===== src/kecrb_pkg.sv =====
`timescale 1ns / 1ps
// ----------------------------------------------------------------------------
// kecrb_pkg
// Shared types and constants for the key event character queue.
// ----------------------------------------------------------------------------
package kecrb_pkg;

   localparam int CHAR_W = 8;
   localparam int FILL_W = 4;

   // request kinds
   localparam logic REQ_KEY = 1'b0;
   localparam logic REQ_POP = 1'b1;

   localparam logic [CHAR_W-1:0] PRINT_LOW  = 8'd32;
   localparam logic [CHAR_W-1:0] PRINT_HIGH = 8'd126;
   localparam logic [CHAR_W-1:0] EMPTY_CODE = 8'hFF;

   typedef struct packed {
      logic              req_type;
      logic              key_down;
      logic [CHAR_W-1:0] key_ascii;
      logic [CHAR_W-1:0] key_mods;
   } kecrb_req_type;

   typedef struct packed {
      logic [CHAR_W-1:0] pop_char;
      logic              pop_valid;
      logic [FILL_W-1:0] fill_count;
   } kecrb_rsp_type;

   // status of a finished pop, from the controller to the top level
   typedef struct packed {
      logic              strobe;
      logic              valid;
      logic [FILL_W-1:0] fill;
   } kecrb_pop_stat_type;

endpackage


===== src/kecrb_store.sv =====
`timescale 1ns / 1ps
// ----------------------------------------------------------------------------
// kecrb_store
// Character memory: one write port, one read port with registered data.
// ----------------------------------------------------------------------------
module kecrb_store #(
   parameter int QUEUE_DEPTH = 8,
   parameter int IDX_W       = 3
) (
   input  logic                         clock,
   input  logic                         wr_en,
   input  logic [IDX_W-1:0]             wr_addr,
   input  logic [kecrb_pkg::CHAR_W-1:0] wr_data,
   input  logic [IDX_W-1:0]             rd_addr,
   output logic [kecrb_pkg::CHAR_W-1:0] rd_data
);
   import kecrb_pkg::*;

   logic [CHAR_W-1:0] mem [QUEUE_DEPTH];
   logic [CHAR_W-1:0] rd_data_ff;

   always_ff @(posedge clock) begin
      if (wr_en) begin
         mem[wr_addr] <= wr_data;
      end
   end

   always_ff @(posedge clock) begin
      rd_data_ff <= mem[rd_addr];
   end

   assign rd_data = rd_data_ff;

endmodule


===== src/kecrb_ctrl.sv =====
`timescale 1ns / 1ps
// ----------------------------------------------------------------------------
// kecrb_ctrl
// Request register, append rules, ring pointers and held count.
// ----------------------------------------------------------------------------
module kecrb_ctrl #(
   parameter int QUEUE_DEPTH = 8,
   parameter int IDX_W       = 3,
   parameter int CNT_W       = 4
) (
   input  logic                          clock,
   input  logic                          reset,
   input  logic                          start,
   input  kecrb_pkg::kecrb_req_type      req_data,
   output logic                          busy,
   output logic                          wr_en,
   output logic [IDX_W-1:0]              wr_addr,
   output logic [kecrb_pkg::CHAR_W-1:0]  wr_data,
   output logic [IDX_W-1:0]              rd_addr,
   output kecrb_pkg::kecrb_pop_stat_type pop_stat
);
   import kecrb_pkg::*;

   localparam logic [IDX_W-1:0] LAST_IDX = IDX_W'(QUEUE_DEPTH - 1);
   localparam logic [CNT_W-1:0] FULL_CNT = CNT_W'(QUEUE_DEPTH);

   logic               in_vld_ff;
   kecrb_req_type      req_ff;
   logic               pend_ff, pend_in;
   logic [CHAR_W-1:0]  pend_code_ff;
   logic [IDX_W-1:0]   rd_idx_ff, rd_idx_in;
   logic [IDX_W-1:0]   wr_idx_ff, wr_idx_in;
   logic [CNT_W-1:0]   cnt_ff, cnt_in;
   kecrb_pop_stat_type stat_ff, stat_in;

   logic is_key, is_pop, rule_print, rule_mods, push_now, twice;

   always_comb begin
      is_key     = in_vld_ff && (req_ff.req_type == REQ_KEY) && req_ff.key_down;
      is_pop     = in_vld_ff && (req_ff.req_type == REQ_POP);
      rule_print = req_ff.key_ascii inside {[PRINT_LOW:PRINT_HIGH]};
      rule_mods  = (req_ff.key_mods != '0) && (req_ff.key_ascii != '0);
      twice      = is_key && rule_print && rule_mods;
      // the second copy of a doubled key goes in the following cycle
      push_now   = pend_ff || (is_key && (rule_print || rule_mods));
      pend_in    = twice;

      rd_idx_in = rd_idx_ff;
      wr_idx_in = wr_idx_ff;
      cnt_in    = cnt_ff;

      if (push_now) begin
         wr_idx_in = (wr_idx_ff == LAST_IDX) ? '0 : wr_idx_ff + 1'b1;
         if (cnt_ff == FULL_CNT) begin
            // full: the oldest entry is dropped
            rd_idx_in = (rd_idx_ff == LAST_IDX) ? '0 : rd_idx_ff + 1'b1;
         end else begin
            cnt_in = cnt_ff + 1'b1;
         end
      end else if (is_pop && (cnt_ff != '0)) begin
         rd_idx_in = (rd_idx_ff == LAST_IDX) ? '0 : rd_idx_ff + 1'b1;
         cnt_in    = cnt_ff - 1'b1;
      end

      stat_in.strobe = is_pop;
      stat_in.valid  = (cnt_ff != '0);
      stat_in.fill   = FILL_W'(cnt_in);
   end

   always_ff @(posedge clock) begin
      if (reset) begin
         in_vld_ff     <= 1'b0;
         pend_ff       <= 1'b0;
         rd_idx_ff     <= '0;
         wr_idx_ff     <= '0;
         cnt_ff        <= '0;
         stat_ff       <= '0;
      end else begin
         in_vld_ff     <= start && !busy;
         pend_ff       <= pend_in;
         rd_idx_ff     <= rd_idx_in;
         wr_idx_ff     <= wr_idx_in;
         cnt_ff        <= cnt_in;
         stat_ff       <= stat_in;
      end
   end

   always_ff @(posedge clock) begin
      if (start && !busy) begin
         req_ff <= req_data;
      end
      if (twice) begin
         pend_code_ff <= req_ff.key_ascii;
      end
   end

   assign busy     = twice;
   assign wr_en    = push_now;
   assign wr_addr  = wr_idx_ff;
   assign wr_data  = pend_ff ? pend_code_ff : req_ff.key_ascii;
   assign rd_addr  = rd_idx_ff;
   assign pop_stat = stat_ff;

`ifndef SYNTH
   a_cnt_bound: assert property (@(posedge clock) disable iff (reset)
      cnt_ff <= FULL_CNT)
      else $error("held count above queue depth");

   a_pend_follows: assert property (@(posedge clock) disable iff (reset)
      twice |=> pend_ff)
      else $error("second copy of doubled key not scheduled");

   a_pend_alone: assert property (@(posedge clock) disable iff (reset)
      pend_ff |-> !in_vld_ff)
      else $error("request entered while second copy pending");

   a_empty_pop: assert property (@(posedge clock) disable iff (reset)
      (stat_ff.strobe && !stat_ff.valid) |-> (cnt_ff == '0))
      else $error("failed pop with characters held");
`endif

endmodule


===== src/key_event_char_ring_buffer.sv =====
`timescale 1ns / 1ps
// ----------------------------------------------------------------------------
// key_event_char_ring_buffer
// Keyboard character queue that overwrites the oldest entry when full.
// ----------------------------------------------------------------------------
// A request is taken when start is high and busy is low; one request per
// cycle is accepted while busy is low. A pop answers with rsp_strobe high
// for one cycle, after the request and status registers, and the receiver
// cannot stall it. A key press that both rules append (printable with
// modifiers held) writes two entries through the single memory write port,
// so busy is high for one cycle and the second entry follows. Key events
// return no response. No clearing pass is needed after reset.
module key_event_char_ring_buffer #(
   parameter int QUEUE_DEPTH = 8
) (
   input  logic                     clock,
   input  logic                     reset,
   input  logic                     start,
   output logic                     busy,
   input  kecrb_pkg::kecrb_req_type req_data,
   output logic                     rsp_strobe,
   output kecrb_pkg::kecrb_rsp_type rsp_data
);
   import kecrb_pkg::*;

   localparam int IDX_W = (QUEUE_DEPTH > 1) ? $clog2(QUEUE_DEPTH) : 1;
   localparam int CNT_W = $clog2(QUEUE_DEPTH + 1);

   logic               wr_en;
   logic [IDX_W-1:0]   wr_addr, rd_addr;
   logic [CHAR_W-1:0]  wr_data, rd_data;
   kecrb_pop_stat_type pop_stat;

   kecrb_ctrl #(
      .QUEUE_DEPTH (QUEUE_DEPTH),
      .IDX_W       (IDX_W),
      .CNT_W       (CNT_W)
   ) u_ctrl (
      .clock    (clock),
      .reset    (reset),
      .start    (start),
      .req_data (req_data),
      .busy     (busy),
      .wr_en    (wr_en),
      .wr_addr  (wr_addr),
      .wr_data  (wr_data),
      .rd_addr  (rd_addr),
      .pop_stat (pop_stat)
   );

   kecrb_store #(
      .QUEUE_DEPTH (QUEUE_DEPTH),
      .IDX_W       (IDX_W)
   ) u_store (
      .clock   (clock),
      .wr_en   (wr_en),
      .wr_addr (wr_addr),
      .wr_data (wr_data),
      .rd_addr (rd_addr),
      .rd_data (rd_data)
   );

   // empty queue answers with the marker code
   always_comb begin
      rsp_strobe          = pop_stat.strobe;
      rsp_data.pop_char   = pop_stat.valid ? rd_data : EMPTY_CODE;
      rsp_data.pop_valid  = pop_stat.valid;
      rsp_data.fill_count = pop_stat.fill;
   end

endmodule

===== config.mk =====
export PLATFORM = sky130hd
export DESIGN_NAME = key_event_char_ring_buffer
export DESIGN_NICKNAME = d
export VERILOG_FILES = /design/src/kecrb_pkg.sv /design/src/kecrb_store.sv /design/src/kecrb_ctrl.sv /design/src/key_event_char_ring_buffer.sv
export SDC_FILE = /design/constraint.sdc
export NUM_CORES = 1
export LEC_CHECK = 0
export BUFFER_PORTS_ARGS = -buffer_cell sky130_fd_sc_hd__buf_2
export CAP_MARGIN = 5
export CORE_UTILIZATION = 45
export DETAILED_ROUTE_END_ITERATION = 10
export PLACE_DENSITY = 0.67
export SLEW_MARGIN = 20
export SYNTH_ARGS = -nofsm -noshare
export SYNTH_HDL_FRONTEND = slang
export SYNTH_SLANG_ARGS = --single-unit

===== constraint.sdc =====
create_clock -name clock -period 2.9 [get_ports clock]
set_clock_uncertainty 0.2 [all_clocks]
set_input_delay 0.58 -clock clock [delete_from_list [all_inputs] [get_ports clock]]
set_output_delay 0.58 -clock clock [all_outputs]
set_load 0.005 [all_outputs]

==> results of run 1 <==
metal layers:
metal | up-vias | routed length [um] | global-route usage | part of all wire
li1 | 1193 | - | - | -
met1 | 1249 | 3500 | 0.211 | 0.43
met2 | 66 | 4090 | 0.293 | 0.51
met3 | 9 | 371 | 0.0472 | 0.046
met4 | 0 | 101 | 0.0560 | 0.013
met5 | - | 0 | 0 | 0
Yosys cell counts, drive strengths merged:
cell type,number
or2,2
xnor2,1
inv,3
nor2,13
buf,4
edfxtp,90
o21ai,9
nand2b,15
nand3b,3
nor3,5
fa,1
o2111ai,1
nand4,1
or3,1
mux2,15
nand2,7
and4b,2
nand3,10
o211ai,5
mux4,16
a21oi,6
and3b,1
and3,2
nor3b,3
nor2b,3
nor4b,3
a2111oi,1
ha,6
nor4,6
or4,3
dfxtp,22
o311ai,4
clkbuf,11
and2,2
power groups by stage:
stage | sequential, mW | clock (mW) | combinational, mW
6_report | 1.80 | 1.02 | 0.207
5_1_grt | 1.81 | 1.09 | 0.234
4_1_cts | 1.80 | 1.05 | 0.201
3_5_place_dp | 1.84 | 0 | 0.199
3_3_place_gp | 1.84 | 0 | 0.195
2_1_floorplan | 1.83 | 0 | 0.126
worst max-delay path, stage by stage, from the launching register on:
cell       delay, ns
edfxtp_1        0.38
or4_1           0.52
or4_4           0.45
nand3_2         0.10
nand2_2         0.08
inv_4           0.10
ha_4            0.21
a21oi_2         0.14
nand2_2         0.08
nor2_2          0.09
a21oi_1         0.08
a2111oi_2       0.34
repair_timing:
item,4_1_cts,5_1_grt
endpoints found under the setup margin,6,4
resized for setup,2,5
buffers inserted,0,4
pin swaps,0,3
layout make-up:
type                            instances  area share
Tap cell                              133      0.0317
Sequential cell                       112       0.599
Clock buffer                           10      0.0262
Inverter                                3     0.00262
Multi-Input combinational cell        147       0.252
Clock inverter                          6      0.0174
Timing Repair Buffer                   60      0.0715
sequential cells by signal, summed over array words and instances, names as in the netlist:
signal,flops
u_ctrl.in_vld_ff,1
u_ctrl.rd_addr,3
u_ctrl.cnt_ff,4
u_ctrl.pop_stat,2
u_ctrl.wr_addr,3
u_ctrl.pend_ff,1
u_store.mem,64
u_ctrl.pend_code_ff,8
u_ctrl.req_ff,18
u_store.rd_data,8
stage by stage:
stage	instance area, um2	std cells
CTS	5200	467
floorplan	4530	277
global route	5250	471
global placement	4970	451
finish	5250	471
detailed placement	4970	451
cell usage in the layout (no fill, tap or decap), drive strengths merged, types with 4 or more instances in the layout:
cell type / synthesis / layout
inv: 3 / 4
mux2: 15 / 15
nand2b: 15 / 15
nand2: 7 / 7
nor2: 13 / 13
clkbuf: 11 / 10
o21ai: 9 / 9
o311ai: 4 / 4
o211ai: 5 / 5
nor4: 6 / 6
mux4: 16 / 16
ha: 6 / 6
a21oi: 6 / 6
buf: 4 / 60
nor3: 5 / 5
edfxtp: 90 / 90
nand3: 10 / 10
dfxtp: 22 / 22
logic make-up after synthesis:
kind of cell               count (synthesis)
DFF                                      112
and+or+nand+nor                           82
muxes                                     31
AOI/OAI and AO/OA                         26
buffers and inverters                     18
adders and majority gates                  7
xor gates and xnor gates                   1
worst paths after layout:
kind / end / cells past startpoint / start / slack (ns)
worst max-delay path: u_ctrl.cnt_ff[3]$_SDFFE_PP0P_ / 11 / u_ctrl.req_ff[10]$_DFFE_PP_ / 0.04
worst min register to register: u_ctrl.pend_code_ff[7]$_DFFE_PP_ / 0 / u_ctrl.req_ff[15]$_DFFE_PP_ / 0.29
worst max register to register: u_ctrl.cnt_ff[3]$_SDFFE_PP0P_ / 11 / u_ctrl.req_ff[10]$_DFFE_PP_ / 0.04
worst min-delay path: u_ctrl.req_ff[17]$_DFFE_PP_ / 1 / req_data[17] / 0.18
==> key figures, run 1 <==
Logic synthesis
  – XOR/XNOR Fraction of Synth Area: 0.00195
  – Syn nets: 305
  – Yosys cell types: 42
  – Synth Area in Adders: 0.0211
  – Syn avg cell area: 16.3 um2
  – Synth area leaders: edfxtp_1 60%, dfxtp_1 9.8%, mux4_2 8.0%
  – Compound-Gate Fraction of Synth Area: 0.0367
  – Post-synthesis mux area share: 0.118
  – Yosys reg bits: 112
  – Sequential area share after synthesis: 0.698
  – Post-synth top area cell: edfxtp_1
  – Simple-Gate Fraction of Synth Area: 0.107
  – Syn Inst Count: 277
  – Main combinational cell family by area after synthesis: multiplexers
  – Yosys warns: 0
  – Synth top area share: 0.600
  – Mapped cell area: 0.00450 mm2

Critical path
  – Kind of start point of the critical path: flop
  – CP Max Fanout: 5
  – CP Capture Type: flop
  – Crit path DAT: 2.94 ns
  – Crit path required time: 2.97 ns
  – Crit Path Class: reg -> reg

Power
  – Worst vdd ir: 0.315 mV
  – Post-layout total power: 3.03 mW
  – Psw: 0.639 mW
  – Seq pwr share: 0.595
  – Net Sw Frac: 0.211
  – Lkg Pwr: 1.78 nW
  – Combinational power share: 0.068
  – Power density over the cells: 577 mW/mm2
  – Clock share of power: 0.336
  – Internal: 2.39 mW

Floorplan
  – Chip Height: 102 um
  – Starting Density: 0.463
  – Ports: 36
  – Core area: 0.00973 mm2
  – Die X: 102 um
  – # rows: 36
  – Die ar.: 0.0104 mm2

CTS
  – H-tree levels: 3
  – Worst-path clk slew: 0.10 ns
  – Clock Tree Root: clkbuf_8
  – Clk sinks: 112
  – CTS max path bufs: 2
  – Hold Buf Count CTS: 0
  – Clk_lat worst skew: 0.37 ns
  – CTS tree: yes
  – TritonCTS Buffers: 9

Global routing
  – First-pass GRT wire length: 12900 um
  – Pin count of the biggest net entering global routing: 24
  – Initial antenna violation count: 0
  – Gr ovfl total: 0
  – Tot GR Track Use: 0.171
  – Vias in the first global route: 2552

Timing
  – Final Hold Viols: 0
  – Total negative slack: 0 ns
  – Max frequency: 0.349 GHz
  – Actual slew at the worst max-slew pin: 0.849 ns
  – Slew HR: 0.428
  – RSZ-0062 raised after global routing: true
  – Worst setup margin: 0.0371 ns
  – Max Transition Viols Final: 0
  – Finish-stage setup viols: 0
  – Hold WS: 0.179 ns
  – Final min period: 2.86 ns
  – Final worst-path cycle share: 0.987

Route
  – Post-route ant nets: 0
  – Via Count: 2517
  – Remaining design rule violation count: 0
  – DRT Pass-1 Iters: 4
  – Total Wirelength: 8070 um
  – Vias/cell: 5.34
  – Wire per inst: 17.1 um
  – Iter 0 DRT Violations: 89

Layout
  – Seq. cell area: 0.00314 mm2
  – Area growth from synthesis to layout: 16.6%
  – Fill count: 832
  – Final core occ: 0.539
  – Final nets: 361
  – Multi-input gate area: 0.00132 mm2
  – Layout cell share with drive strength beyond 1: 0.355
  – N_diodes: 0

Place
  – Buffers on Ports: 35
  – Routability Congestion: 0.800
  – Place WS: 0.00435 ns
  – DP HPWL: 5310 um

Run status
  – Status: completed

Hold path
  – Hold Crit Class: in -> reg

Job
  – Max-cap viol count: 0
Power figures use the tool's default switching activity.
==> run 2: changes to the inputs <==
--- a/config.mk
+++ b/config.mk
@@ -10,6 +10,7 @@
 export CORE_UTILIZATION = 45
 export DETAILED_ROUTE_END_ITERATION = 10
 export PLACE_DENSITY = 0.67
+export SETUP_SLACK_MARGIN = 0.3
 export SLEW_MARGIN = 20
 export SYNTH_ARGS = -nofsm -noshare
 export SYNTH_HDL_FRONTEND = slang
==> key figures, run 2 (same netlist as run 1, synthesis figures left out) <==
Layout
  – Most frequent cells in the layout: 90 x edfxtp_1, 34 x buf_2, 22 x buf_4, 22 x dfxtp_1, 16 x mux4_2
  – Largest register FFs: 64
  – Commonest non-fill, non-tap cell in the layout: edfxtp_1
  – Final core occ: 0.555
  – Final nets: 367
  – Area growth from synthesis to layout: 19.9%
  – Largest Register: u_store.mem
  – Layout cell share with drive strength beyond 1: 0.384
  – Largest regs: u_store.mem (64), u_ctrl.req_ff (18)
  – Non-Filler Instances: 477
  – N_diodes: 0

Timing
  – Finish-stage setup viols: 0
  – Final worst-path cycle share: 0.998
  – Hold WS: 0.185 ns
  – Actual slew at the worst max-slew pin: 0.863 ns
  – Final min period: 2.89 ns
  – Max frequency: 0.345 GHz
  – RSZ-0062 raised after global routing: true
  – Final Hold Viols: 0
  – Worst setup margin: 0.00544 ns
  – Slew HR: 0.419
  – Max Transition Viols Final: 0

Floorplan
  – Starting Density: 0.463
  – Die X: 102 um
  – Core area: 0.00973 mm2
  – # rows: 36
  – Ports: 36
  – Chip Height: 102 um
  – Die ar.: 0.0104 mm2

Place
  – Buffers on Ports: 35
  – Place WS: -0.0779 ns
  – DP HPWL: 5120 um
  – Dpl cells: 447
  – Routability Congestion: 0.781

Hold path
  – Hold Crit Class: in -> reg

CTS
  – Clock Tree Root: clkbuf_8
  – TritonCTS Buffers: 9
  – H-tree levels: 3
  – Clk sinks: 112
  – Hold Buf Count CTS: 0
  – CTS tree: yes
  – CTS max path bufs: 2
  – Worst-path clk slew: 0.10 ns
  – Clk_lat worst skew: 0.36 ns

Power
  – Power density over the cells: 576 mW/mm2
  – Worst vdd ir: 0.306 mV
  – Lkg Pwr: 1.85 nW
  – Post-layout total power: 3.11 mW

Critical path
  – Kind of start point of the critical path: flop
  – Crit path DAT: 2.97 ns
  – CP max-delay cell: or4_4
  – Critical Path, Cell by Cell: or4_4, or4_4, nand3_4, nand2_4, inv_4, buf_4, buf_6, fa_1, nand2b_1, or4_1, o311ai_1
  – Crit path largest cell delay: 0.53 ns
  – Crit Path Class: reg -> reg
  – CP Max Fanout: 3
  – Cell mode on critical path: or4_4
  – CP Capture Type: flop
  – Crit path required time: 2.98 ns

Global routing
  – Gr ovfl total: 0
  – First-pass GRT wire length: 13100 um
  – Vias in the first global route: 2475
  – Initial antenna violation count: 0
  – Tot GR Track Use: 0.173
  – Pin count of the biggest net entering global routing: 24

Route
  – Total Wirelength: 8280 um
  – DRT Pass-1 Iters: 4
  – Via Count: 2559
  – Remaining design rule violation count: 0
  – Vias/cell: 5.36
  – Post-route ant nets: 0
  – Wire per inst: 17.4 um
  – Iter 0 DRT Violations: 110

Run status
  – Status: completed

Job
  – Max-cap viol count: 0
-- run 2: cell types whose count changed in the layout (fill, tap and decap cells not counted), moves of 2 or more --
cell,before,now
buf_4,24,22
and4b_1,2,0
clkinv_4,2,0
buf_6,0,7
and4b_2,0,2
nand2_2,2,0
clkbuf_16,0,2
-- run 2: where the power goes --
group / switching [mW] / total, mW / internal, mW
Sequential: 0.0313 / 1.81 / 1.77
Combinational: 0.107 / 0.225 / 0.118
Clock: 0.504 / 1.08 / 0.576
Total: 0.642 / 3.11 / 2.47
-- run 2: worst paths after layout --
kind,cells after the start,startpoint,to,slack [ns]
max,11,u_ctrl.req_ff[10]$_DFFE_PP_,u_ctrl.cnt_ff[1]$_SDFFE_PP0P_,0.005
min reg2reg,0,u_ctrl.req_ff[15]$_DFFE_PP_,u_ctrl.pend_code_ff[7]$_DFFE_PP_,0.30
max reg2reg,11,u_ctrl.req_ff[10]$_DFFE_PP_,u_ctrl.cnt_ff[1]$_SDFFE_PP0P_,0.005
min,1,req_data[17],u_ctrl.req_ff[17]$_DFFE_PP_,0.19
-- run 2: layout make-up --
class                      count  area [um2]
tap                          133         166
timing repair buffer          66         484
clock inverter                 7         119
multi-input combinational    147        1350
sequential                   112        3140
inverter                       3        13.8
clock buffer                   9         124
fill                         786        4330
-- run 2: through the flow --
step,cell area (um2),TNS (ns)
3_3_place_gp,4920,0
5_1_grt,5400,-0.412
6_report,5400,0
3_5_place_dp,4920,-0.0779
2_1_floorplan,4530,0
4_1_cts,5270,0
-- run 2: metal layers --
| layer | track usage | share of wire | vias to the layer above |
|---|---|---|---|
| met3 | 0.0486 | 0.038 | 9 |
| met4 | 0.0473 | 0.013 | 0 |
| met1 | 0.232 | 0.45 | 1277 |
| met2 | 0.280 | 0.50 | 63 |
| li1 | - | - | 1210 |
| met5 | 0 | 0 | - |
-- run 2: timing repair --
action	in CTS	in global routing
gates resized for setup	8	18
setup endpoints to repair	4	87
gates cloned	0	3
setup buffers	10	1
pin swaps	2	3
-- run 2: worst max-delay path, delay by kind of cell (launching register included) --
family	cells	cell delay, ns
buffers and inverters	3	0.28
adder cells (fa/ha/maj)	1	0.14
AND/OR/NAND/NOR	6	1.71
AO/OA/AOI/OAI	1	0.08
flip-flops	1	0.40
==> run 3: changes to the inputs <==
--- a/config.mk
+++ b/config.mk
@@ -7,9 +7,11 @@
 export LEC_CHECK = 0
 export BUFFER_PORTS_ARGS = -buffer_cell sky130_fd_sc_hd__buf_2
 export CAP_MARGIN = 5
-export CORE_UTILIZATION = 45
+export CELL_PAD_IN_SITES_DETAIL_PLACEMENT = 2
+export CELL_PAD_IN_SITES_GLOBAL_PLACEMENT = 2
+export CORE_UTILIZATION = 39
 export DETAILED_ROUTE_END_ITERATION = 10
-export PLACE_DENSITY = 0.67
+export PLACE_DENSITY = 0.76
 export SETUP_SLACK_MARGIN = 0.3
 export SLEW_MARGIN = 20
 export SYNTH_ARGS = -nofsm -noshare
==> key figures, run 3 (same netlist as run 1, synthesis figures left out) <==
Power
  – Seq pwr share: 0.527
  – Power density over the cells: 614 mW/mm2
  – Clock share of power: 0.400
  – Internal: 2.73 mW
  – Worst vdd ir: 0.410 mV
  – Combinational power share: 0.073
  – Lkg Pwr: 1.93 nW
  – Net Sw Frac: 0.207
  – Psw: 0.713 mW
  – Post-layout total power: 3.44 mW

Route
  – DRT Pass-1 Iters: 4
  – Post-route ant nets: 0
  – Wire per inst: 24.4 um
  – Vias/cell: 5.59
  – Remaining design rule violation count: 0
  – Via Count: 2704
  – Total Wirelength: 11800 um
  – Iter 0 DRT Violations: 141

Timing
  – Worst setup margin: -0.116 ns
  – Final Hold Viols: 0
  – Finish-stage setup viols: 4
  – Final min period: 3.02 ns
  – Final worst-path cycle share: 1.04
  – RSZ-0062 raised after global routing: true
  – Max frequency: 0.332 GHz
  – Hold WS: 0.206 ns
  – Slew HR: 0.412
  – Total negative slack: -0.339 ns
  – Max Transition Viols Final: 0
  – Actual slew at the worst max-slew pin: 0.873 ns

Critical path
  – R2R Path Start: u_ctrl.req_ff[11]$_DFFE_PP_
  – Kind of start point of the critical path: flop
  – Crit path required time: 2.95 ns
  – Crit-path leading delay family: simple AND/OR/NAND/NOR gates
  – Critical Path, Cell by Cell: or4_4, or4_4, nand3_4, nand2_2, inv_2, buf_6, buf_6, fa_2, nand2b_1, or4_1, o311ai_1
  – CP max-delay cell: or4_4
  – Crit Path Class: reg -> reg
  – CP Buf/Inv Count: 3
  – Crit path largest cell delay: 0.54 ns
  – Critical Path Start: u_ctrl.req_ff[11]$_DFFE_PP_
  – Crit path DAT: 3.07 ns
  – CP Max Fanout: 3
  – CP Capture Type: flop

Global routing
  – Initial antenna violation count: 0
  – GR Util met1: 0.228
  – Gr ovfl total: 0
  – Vias in the first global route: 2991
  – Pin count of the biggest net entering global routing: 24
  – Met2 Use GR: 0.369
  – Tot GR Track Use: 0.201
  – Top Usage Layer GRT: met2
  – Met3 global-route usage: 0.0344
  – First-pass GRT wire length: 16900 um

Layout
  – Fill count: 993
  – Largest register FFs: 64
  – Most frequent cells in the layout: 90 x edfxtp_1, 35 x buf_2, 22 x dfxtp_1
  – Area growth from synthesis to layout: 24.5%
  – Largest regs: u_store.mem (64), u_ctrl.req_ff (18)
  – Multi-input gate area: 0.00144 mm2
  – Layout cell share with drive strength beyond 1: 0.407
  – Final instance area: 0.00561 mm2
  – Final core occ: 0.508
  – Final nets: 367
  – Largest Register: u_store.mem
  – N_diodes: 0
  – Non-Filler Instances: 484
  – Commonest non-fill, non-tap cell in the layout: edfxtp_1
  – Seq. cell area: 0.00314 mm2

CTS
  – CTS max path bufs: 2
  – TritonCTS Buffers: 9
  – Clock Tree Root: clkbuf_16
  – CTS tree: yes
  – Clk sinks: 112
  – Worst-path clk slew: 0.07 ns
  – Clk_lat worst skew: 0.35 ns
  – H-tree levels: 3
  – Hold Buf Count CTS: 0

Place
  – Place WS: -0.0980 ns
  – Dpl cells: 456
  – Routability Congestion: 0.713
  – Placed cell areas: 0.00495 mm2
  – Buffers on Ports: 35
  – DP HPWL: 7520 um

Hold path
  – Min-delay src: req_data[5]
  – Hold Crit Class: in -> reg

Floorplan
  – Starting Density: 0.408
  – Die X: 109 um
  – Ports: 36
  – Die ar.: 0.0120 mm2
  – # rows: 38
  – Chip Height: 109 um
  – Core area: 0.0110 mm2

Run status
  – Failing checks: negative setup slack
  – Status: finished, violations left

Job
  – Max-cap viol count: 0
==> run 3: cell count changes in the layout (fill, tap and decap cells not counted), moves of 2 or more <==
cell       change
buf_6          +5
nor4b_4        +3
clkbuf_8       -6
nand2_2        +2
clkbuf_16      +8
nor4b_1        -2
buf_4          -6
==> run 3: power by group through the flow <==
stage	Combinational [mW]	Clock [mW]	Sequential (mW)
after global placement	0.192	0	1.84
after floorplan	0.126	0	1.83
after global routing	0.272	1.46	1.82
final	0.251	1.38	1.81
after CTS	0.220	1.41	1.81
after detailed placement	0.209	0	1.85
==> run 3: area by class of cell <==
class                           instances  share of cell area
Clock inverter                          4              0.0132
Inverter                                3             0.00201
Timing Repair Buffer                   66              0.0884
Multi-Input combinational cell        147               0.257
Clock buffer                           12              0.0475
Sequential cell                       112               0.561
Tap cell                              140              0.0312
==> run 3: worst paths after layout <==
path | to | slack (ns) | cells after the start
hold / removal | u_ctrl.req_ff[5]$_DFFE_PP_ | 0.21 | 1
hold reg to reg | u_ctrl.pend_code_ff[7]$_DFFE_PP_ | 0.30 | 0
setup / recovery | u_ctrl.cnt_ff[1]$_SDFFE_PP0P_ | -0.12 | 11
setup reg to reg | u_ctrl.cnt_ff[1]$_SDFFE_PP0P_ | -0.12 | 11
==> run 3: worst reg2reg max path, cell delays in order, from the launching register on <==
cell and delay (ns):
edfxtp_1 0.39, or4_4 0.54, or4_4 0.47, nand3_4 0.09, nand2_2 0.07, inv_2 0.11, buf_6 0.12, buf_6 0.09
fa_2 0.20, nand2b_1 0.07, or4_1 0.50, o311ai_1 0.08
==> run 3: timing repair <==
| action | 4_1_cts | 5_1_grt |
|---|---|---|
| gates resized for setup | 14 | 32 |
| endpoints found under the setup margin | 57 | 86 |
| hold endpoints to repair | 0 | 0 |
| cloned | 0 | 2 |
| pin swaps | 4 | 7 |
| setup buffers | 5 | 5 |
==> run 3: per-layer routing <==
metal	vias to the layer above	wire length, um
li1	1211	-
met2	76	6540
met5	-	0
met3	18	335
met1	1399	4640
met4	0	270
